$ cat src/hdl/rgbob_pkg.sv
// Package for the A1R5G5B5 opacity compositor.
// Holds the payload and configuration types, register indexes and the channel mix.
// No dependencies.
`timescale 1ns / 1ps
`default_nettype none

package rgbob_pkg;

	localparam int CFG_INDEX_W = 2;
	localparam int CFG_DATA_W  = 8;

	localparam logic [CFG_INDEX_W-1:0] REG_OPACITY      = 2'd0;
	localparam logic [CFG_INDEX_W-1:0] REG_COPY_MODE    = 2'd1;
	localparam logic [CFG_INDEX_W-1:0] REG_SOURCE_KEYED = 2'd2;

	localparam logic [7:0] OPACITY_NONE   = 8'd0;
	localparam logic [7:0] OPACITY_OPAQUE = 8'd255;

	localparam int ALPHA_BIT = 15;

	typedef struct packed {
		logic [15:0] src_px;
		logic [15:0] dst_px;
	} in_item_t;

	typedef struct packed {
		logic [15:0] out_pixel;
		logic        write_enable;
	} out_item_t;

	typedef struct packed {
		logic [7:0] opacity;
		logic       copy_mode;
		logic       source_keyed;
	} cfg_t;

	// (s*w + (32-w)*d) >> 5 on one 5-bit channel; the sum stays below 1024
	function automatic logic [4:0] mix_channel(input logic [4:0] s, input logic [4:0] d,
		input logic [4:0] w);
		logic [9:0] sum;
		sum = ({5'd0, s} * {5'd0, w}) + ((10'd32 - {5'd0, w}) * {5'd0, d});
		return sum[9:5];
	endfunction

endpackage

`default_nettype wire

$ cat src/hdl/rgb555_opacity_blend.sv
// A1R5G5B5 constant-opacity compositor, top level.
// Path from input accept to result accept: input register, then result register.
// Throughput: one item per cycle while the output is not stalled; the per-pixel path is one short compose stage.
// in_stall rises only when both registers hold items and the output is stalled.
// Reset clears both valid flags; opacity resets to 255, copy_mode 0, source_keyed 1.
`timescale 1ns / 1ps
`default_nettype none

module rgb555_opacity_blend
	import rgbob_pkg::*;
(
	input  wire logic                   clk,
	input  wire logic                   arst_n,
	// configuration write port
	input  wire logic                   cfg_write,
	input  wire logic [CFG_INDEX_W-1:0] cfg_index,
	input  wire logic [CFG_DATA_W-1:0]  cfg_data,
	// pixel pairs in
	input  wire logic                   in_valid,
	output logic                        in_stall,
	input  wire in_item_t               in_item,
	// results out
	output logic                        out_valid,
	input  wire logic                   out_stall,
	output out_item_t                   out_item
);

	cfg_t      cfg;
	logic      valid_s1;
	in_item_t  item_s1;
	logic      valid_s2;
	out_item_t result_s2;
	out_item_t result;
	logic      adv_s2;
	logic      load_s1;

	rgbob_cfg u_cfg (
		.clk       (clk),
		.arst_n    (arst_n),
		.cfg_write (cfg_write),
		.cfg_index (cfg_index),
		.cfg_data  (cfg_data),
		.cfg       (cfg)
	);

	// The result register moves whenever it is empty or its item is being taken.
	assign adv_s2   = !valid_s2 || !out_stall;
	// Hold the input only when the input register is full and cannot drain.
	assign in_stall = valid_s1 && !adv_s2;
	assign load_s1  = in_valid && !in_stall;

	// Input register: capture the pixel pair.
	always_ff @(posedge clk or negedge arst_n) begin
		if (!arst_n) begin
			valid_s1 <= 1'b0;
		end else if (!valid_s1 || adv_s2) begin
			valid_s1 <= in_valid;
		end
	end

	always_ff @(posedge clk) begin
		if (load_s1) begin
			item_s1 <= in_item;
		end
	end

	// Compose between the two registers; config must be kept stable while items are in flight (not enforced here).
	rgbob_compose u_compose (
		.cfg    (cfg),
		.item   (item_s1),
		.result (result)
	);

	// Result register: advance when the output side allows it.
	always_ff @(posedge clk or negedge arst_n) begin
		if (!arst_n) begin
			valid_s2 <= 1'b0;
		end else if (adv_s2) begin
			valid_s2 <= valid_s1;
		end
	end

	always_ff @(posedge clk) begin
		if (adv_s2 && valid_s1) begin
			result_s2 <= result;
		end
	end

	assign out_valid = valid_s2;
	assign out_item  = result_s2;

endmodule

`default_nettype wire

$ cat src/hdl/rgbob_cfg.sv
// Configuration registers of the opacity compositor.
// Depends on rgbob_pkg for the register indexes and cfg_t.
`timescale 1ns / 1ps
`default_nettype none

module rgbob_cfg
	import rgbob_pkg::*;
(
	input  wire logic                   clk,
	input  wire logic                   arst_n,
	input  wire logic                   cfg_write,
	input  wire logic [CFG_INDEX_W-1:0] cfg_index,
	input  wire logic [CFG_DATA_W-1:0]  cfg_data,
	output cfg_t                        cfg
);

	cfg_t cfg_q;

	always_ff @(posedge clk or negedge arst_n) begin
		if (!arst_n) begin
			cfg_q.opacity      <= OPACITY_OPAQUE;
			cfg_q.copy_mode    <= 1'b0;
			cfg_q.source_keyed <= 1'b1;
		end else if (cfg_write) begin
			unique case (cfg_index)
				REG_OPACITY:      cfg_q.opacity      <= cfg_data;
				REG_COPY_MODE:    cfg_q.copy_mode    <= cfg_data[0];
				REG_SOURCE_KEYED: cfg_q.source_keyed <= cfg_data[0];
				default: ;
			endcase
		end
	end

	assign cfg = cfg_q;

endmodule

`default_nettype wire

$ cat src/hdl/rgbob_compose.sv
// Combinational compositing of one pixel pair under the current configuration.
// Depends on rgbob_pkg for the item types and mix_channel.
`timescale 1ns / 1ps
`default_nettype none

module rgbob_compose
	import rgbob_pkg::*;
(
	input  wire cfg_t     cfg,
	input  wire in_item_t item,
	output out_item_t     result
);

	logic       src_alpha;
	logic [4:0] weight;
	logic [15:0] blended;

	assign src_alpha = item.src_px[ALPHA_BIT];
	assign weight    = cfg.opacity[7:3];

	assign blended = {1'b1,
		mix_channel(item.src_px[14:10], item.dst_px[14:10], weight),
		mix_channel(item.src_px[9:5],   item.dst_px[9:5],   weight),
		mix_channel(item.src_px[4:0],   item.dst_px[4:0],   weight)};

	always_comb begin
		result.out_pixel    = item.dst_px;
		result.write_enable = 1'b0;
		priority if (cfg.opacity == OPACITY_NONE) begin
			result.write_enable = 1'b0;
		end else if (cfg.copy_mode) begin
			result.write_enable = 1'b1;
			result.out_pixel    = item.src_px;
		end else if (cfg.opacity == OPACITY_OPAQUE) begin
			if (src_alpha) begin
				result.write_enable = 1'b1;
				result.out_pixel    = item.src_px;
			end
		end else begin
			if (!cfg.source_keyed || src_alpha) begin
				result.write_enable = 1'b1;
				result.out_pixel    = blended;
			end
		end
	end

endmodule

`default_nettype wire

$ cat config.mk
export PLATFORM = sky130hd
export DESIGN_NAME = rgb555_opacity_blend
export DESIGN_NICKNAME = d
export VERILOG_FILES = /design/src/hdl/rgbob_pkg.sv /design/src/hdl/rgb555_opacity_blend.sv /design/src/hdl/rgbob_cfg.sv /design/src/hdl/rgbob_compose.sv
export SDC_FILE = /design/constraint.sdc
export NUM_CORES = 1
export LEC_CHECK = 0
export BUFFER_PORTS_ARGS = -buffer_cell sky130_fd_sc_hd__buf_4
export CORE_MARGIN = 1.5
export CORE_UTILIZATION = 31
export CTS_BUF_LIST = sky130_fd_sc_hd__clkbuf_16
export DETAILED_ROUTE_END_ITERATION = 8
export SLEW_MARGIN = 20
export SYNTH_ARGS = -nofsm -noshare
export SYNTH_HDL_FRONTEND = slang
export SYNTH_SLANG_ARGS = --single-unit
export TNS_END_PERCENT = 20
$ cat constraint.sdc
create_clock -name clk -period 6.58 [get_ports clk]
set_input_delay 1.316 -clock clk [delete_from_list [all_inputs] [get_ports clk]]
set_output_delay 1.316 -clock clk [all_outputs]
set_load 0.02 [all_outputs]
======== After elaboration in Yosys (flattened, before gate mapping) ========
Index checks and enable logic that the tools add are counted.
storage, ports and cells
  register bits ........................... 61
  input port bits ......................... 47
  output and inout port bits .............. 19
operators by class
  add/subtract/negate cells ............... 4
  multipliers ............................. 6
  eq/ne operators ......................... 3
  mux-type cells .......................... 5
  reductions and logical operators ........ 17
operator list
  operator               number
  $mux W17               4
  $add A10 B10 Y10       3
  $mul A10 B5 Y10        3
  $mul A5 B5 Y10         3
  $mux W16               1
  $eq A8 B8 Y1 const B   1
  $logic_not A8 Y1       1
  $sub A6 B5 Y7 const A  1
  $logic_not A1 Y1       6
  $reduce_and A2 Y1      3
  $logic_and A1 B1 Y1    3
  $logic_or A1 B1 Y1     3
  $eq A2 B1 Y1 const B   1
  $eq A2 B2 Y1 const B   1
  $logic_not A2 Y1       1

======== Logic depth before layout (Yosys ltp) ========
  word-level depth ........................ 7
  gate-level depth with buffers ........... 22

======== Cells and area by module ========
Synthesis repeated with hierarchy kept, for this count alone.
second synthesis, totals
  cell total of the unflattened synthesis .. 709
  area, all modules ....................... 7,452.1 µm²
modules (own cells, without submodules)
  module                times used  cells an instance  area an instance (µm²)  seq. area each (µm²)
  rgbob_compose         1           629                5,480.3                 0.0
  rgb555_opacity_blend  1           57                 1,564.0                 1,521.5
  rgbob_cfg             1           23                 407.9                   261.5

======== Worst setup path after synthesis ========
Ideal clock, no wire load.
  kind .................................... register to register
  from .................................... register u_cfg.cfg_q, in the netlist u_cfg.cfg[5]
  to ...................................... register result_s2, in the netlist out_item[5] (data pin)
  setup time .............................. 0.261 ns
  arrival time ............................ 5.584 ns
  required time ........................... 6.319 ns
  slack ................................... 0.735 ns
  stages on the path, launching flop included .. 23
  path buffers ............................ 2
  clock period less this slack ............ 5.845 ns
  path through ............................ dfstp_2 -> buf_4 -> inv_1 -> ha_1 -> nand2_1 -> xor2_1 -> clkbuf_1 -> nand2_1 -> fa_1 -> fa_1 -> inv_1 -> fa_1 -> fa_1 -> inv_1 -> fa_1 -> inv_1 -> ha_1 -> and4_1 -> a41oi_2 -> a21oi_1 -> o32ai_1 -> xnor2_1 -> o21ai_1
RTL lines
  item                  line                        RTL
  start, declared       rgbob_cfg.sv:17             cfg_t cfg_q;
  end signal, assigned  rgb555_opacity_blend.sv:85  result_s2 <= result;
  end, declared         rgb555_opacity_blend.sv:32  out_item_t result_s2;

==> flow_summary.toml <==
[hold_path]
holdPathStages = 1
worstHoldStart = "valid_s1"
hold_end = "out_valid"
min-delay-path-class = "flip-flop to flip-flop"

[clock_tree]
post_cts_buffers = 0
cts.sinks = 61
cts_buffers = 9
clkTransAtPathRegs_ns = 0.06
cts_buffer_depth = 2
cts_resized = 0
cts_max_level = 3
cts_hold_buf = 0
worstSkewPairLatency_ns = 0.35
cts-root-buf = "clkbuf_16"
tritoncts = "built"

[floorplan]
core-area_um2 = 22850
ios = 66
die-area_um2 = 24490
fp.dieW_um = 156.5
start_util_pct = 31.97
rows = 55
die_height_um = 156.5

[grt]
grt_overflow = 0
grt_pass1_vias = 5595
antenna_found_initial = 0
gr-usage-all-layers_pct = 16.18
grt_max_degree = 33
grt_pass1_wl_um = 29900

[synthesis]
synth_cells = 690
ys_types = 54
synth-edff-count = 49
synth.avg_cell_area_um2 = 10.58
syn_nets = 918
yosysWarnings = 0
synth_flop_cell = "edfxtp_1"
synth_area_um2 = 7303
synth-seq-cells = 61
synth_seq_area_share_pct = 24.41
synth-async-reset-ratio_pct = 19.67

[setup_path]
r2r_cells = 20
crit_required_ns = 6.68
startpoint_type = "flip-flop"
rr_startpoint = "u_cfg.cfg[7]"
worstSetupEndpointType = "flip-flop"
path_max_fanout = 20
cp_data_arrival_time_ns = 6.00
worstSetupPathType = "flip-flop to flip-flop"
r2r_slack_ns = 0.67
r2r_end = "out_item[10]"

[timing]
final_max_slew_viol_count = 0
finalHoldViolCount = 0
finalSetupViolCount = 0
worst_slew_pin_slew_ns = 0.7499
fin_skew_ns = 0.008797
period_minus_slack_ns = 5.907
fin_crit_sh_pct = 89.77
rsz0062_at_grt = "false"
maxSlewHeadroom_pct = 50.00
setup_tns_ns = 0
max_freq_ghz = 0.1693

[cells_and_area]
nets = 987
fin_util_pct = 37.20
diodes = 0
drive_above_1_share_pct = 16.36
area_delta_synth_final_pct = 16.38

[placement]
dp_hpwl_um = 14540
gp_congestion = 0.8300
numPortBuffers = 65

[power_and_ir_drop]
p_leak_nw = 3.866
ir_worst_vdd_mv = 0.3632
powerDensity_nw_per_um2 = 584.4

[detailed_routing]
vias = 5275
drc = 0
routed_via_density = 4.898
drt_iter0_drc = 295
ant_nets = 0
wl_um = 18530
dr.pass1.iters = 5
wl_per_cell_um = 17.20

[status]
status = "completed"

[job]
maxCapViolCount = 0
cell usage after synthesis, types with 2 or more instances:
master | instances | area, µm²
and2_1 | 105 | 656.9
fa_1 | 96 | 1922
ha_1 | 85 | 1064
inv_1 | 82 | 307.8
nand2_1 | 74 | 277.8
edfxtp_1 | 49 | 1471
xnor2_1 | 21 | 183.9
clkbuf_1 | 14 | 52.55
nor2_1 | 13 | 48.80
o21ai_0 | 13 | 65.06
a21oi_1 | 12 | 60.06
dfstp_2 | 9 | 236.5
nand3_1 | 9 | 45.04
xor2_1 | 9 | 78.83
mux2_2 | 8 | 90.09
nor3_1 | 7 | 35.03
a22oi_1 | 6 | 45.04
o22ai_1 | 5 | 31.28
a21o_1 | 4 | 30.03
nand2b_1 | 4 | 25.02
o211ai_1 | 4 | 30.03
a21boi_0 | 3 | 22.52
a31oi_1 | 3 | 18.77
buf_2 | 3 | 15.01
buf_4 | 3 | 22.52
dfrtp_1 | 3 | 75.07
nand4_1 | 3 | 18.77
o31ai_1 | 3 | 22.52
or2_2 | 3 | 18.77
a211oi_1 | 2 | 15.01
a32oi_1 | 2 | 17.52
a41oi_1 | 2 | 17.52
a41oi_2 | 2 | 32.53
and3b_1 | 2 | 17.52
and4_1 | 2 | 17.52
nand3b_1 | 2 | 15.01
nor2_2 | 2 | 12.51
o21ai_1 | 2 | 10.01
o221ai_1 | 2 | 17.52
o32ai_1 | 2 | 17.52
or3_1 | 2 | 12.51
cell usage in the layout, fill, tap and decap left out, types with 3 or more instances in the layout:
master	n
nor3_1	7
mux2_2	8
ha_1	85
xor2_1	9
nand3_1	9
fa_1	96
nor2_1	13
a21o_1	4
o211ai_1	4
nand4_1	3
dfstp_2	9
a22oi_1	6
inv_1	82
a21oi_1	12
dfrtp_1	3
inv_6	3
and2_1	105
or2_2	3
xnor2_1	21
nand2b_1	4
a31oi_1	3
buf_4	78
nand2_1	74
o31ai_1	3
o22ai_1	5
o21ai_0	13
edfxtp_1	49
clkbuf_16	9
kinds of logic after synthesis:
kind of cell             share of synthesized area, %
XOR/XNOR                                        3.598
AND/OR/NAND/NOR                                 17.18
buffers and inverters                           5.499
multiplexers                                    1.234
flip-flops                                      24.41
AO/OA/AOI/OAI                                   7.196
adder cells (fa/ha/maj)                         40.88
state kept, by name, indices dropped and copies added (netlist names):
name,flops
item_s1,32
out_item,17
u_cfg.cfg,10
out_valid,1
valid_s1,1
where the power goes:
group	internal [W]	switching, W
logic	0.00175	0.00205
clock network	0.000298	0.000199
registers	0.000582	0.0000791
per-stage QoR:
stage	power [W]	worst slack (ns)	area, µm²	hold WS [ns]	instances
global route	0.005571	0.3582	8499	0.5045	1077
global placement	0.004385	0.8352	8194	0.4557	1061
finish	0.004967	0.6729	8499	0.4877	1077
detailed placement	0.004453	0.6800	8194	0.4664	1061
floorplan	0.003570	0.7347	7303	0.4434	690
CTS	0.005014	0.6740	8499	0.4839	1077
cell type report:
class                   instances  area [µm²]
well taps                     313       391.6
repair buffers                 78       585.6
flip-flops and latches         61        1783
fillers                      2335       14350
inverters                      83       311.5
multi-input cells             526        5122
clock inverters                 7       80.08
clock buffers                   9       225.2
worst max-delay path: stages, from the launching register on:
cell,delay (ns)
dfstp_2,0.79
nor2_1,0.09
nand2_1,0.09
xor2_1,0.31
buf_4,0.24
nand2_1,0.08
fa_1,0.50
fa_1,0.54
inv_1,0.05
fa_1,0.45
fa_1,0.49
inv_1,0.05
fa_1,0.48
inv_1,0.04
ha_1,0.27
and4_1,0.18
a41oi_2,0.26
a21oi_1,0.13
o32ai_1,0.36
xnor2_1,0.16
o21ai_1,0.07
routing by layer:
metal  GRT usage (%)  routed length (µm)  vias up
met5               0                   0        -
met4           4.898                 383        0
met3           3.462                1004       28
met2           27.64                9049      142
met1           20.48                8089     2682
li1                -                   -     2423
worst max-delay path by stage:
stage | cells after the start | endpoint | startpoint
global route | 19 | out_item[4] | u_cfg.cfg[7]
global placement | 19 | out_item[5] | u_cfg.cfg[7]
CTS | 20 | out_item[7] | u_cfg.cfg[7]
detailed placement | 20 | out_item[7] | u_cfg.cfg[7]
floorplan | 22 | out_item[5] | u_cfg.cfg[5]
finish | 20 | out_item[10] | u_cfg.cfg[7]
Power figures use the tool's default switching activity.
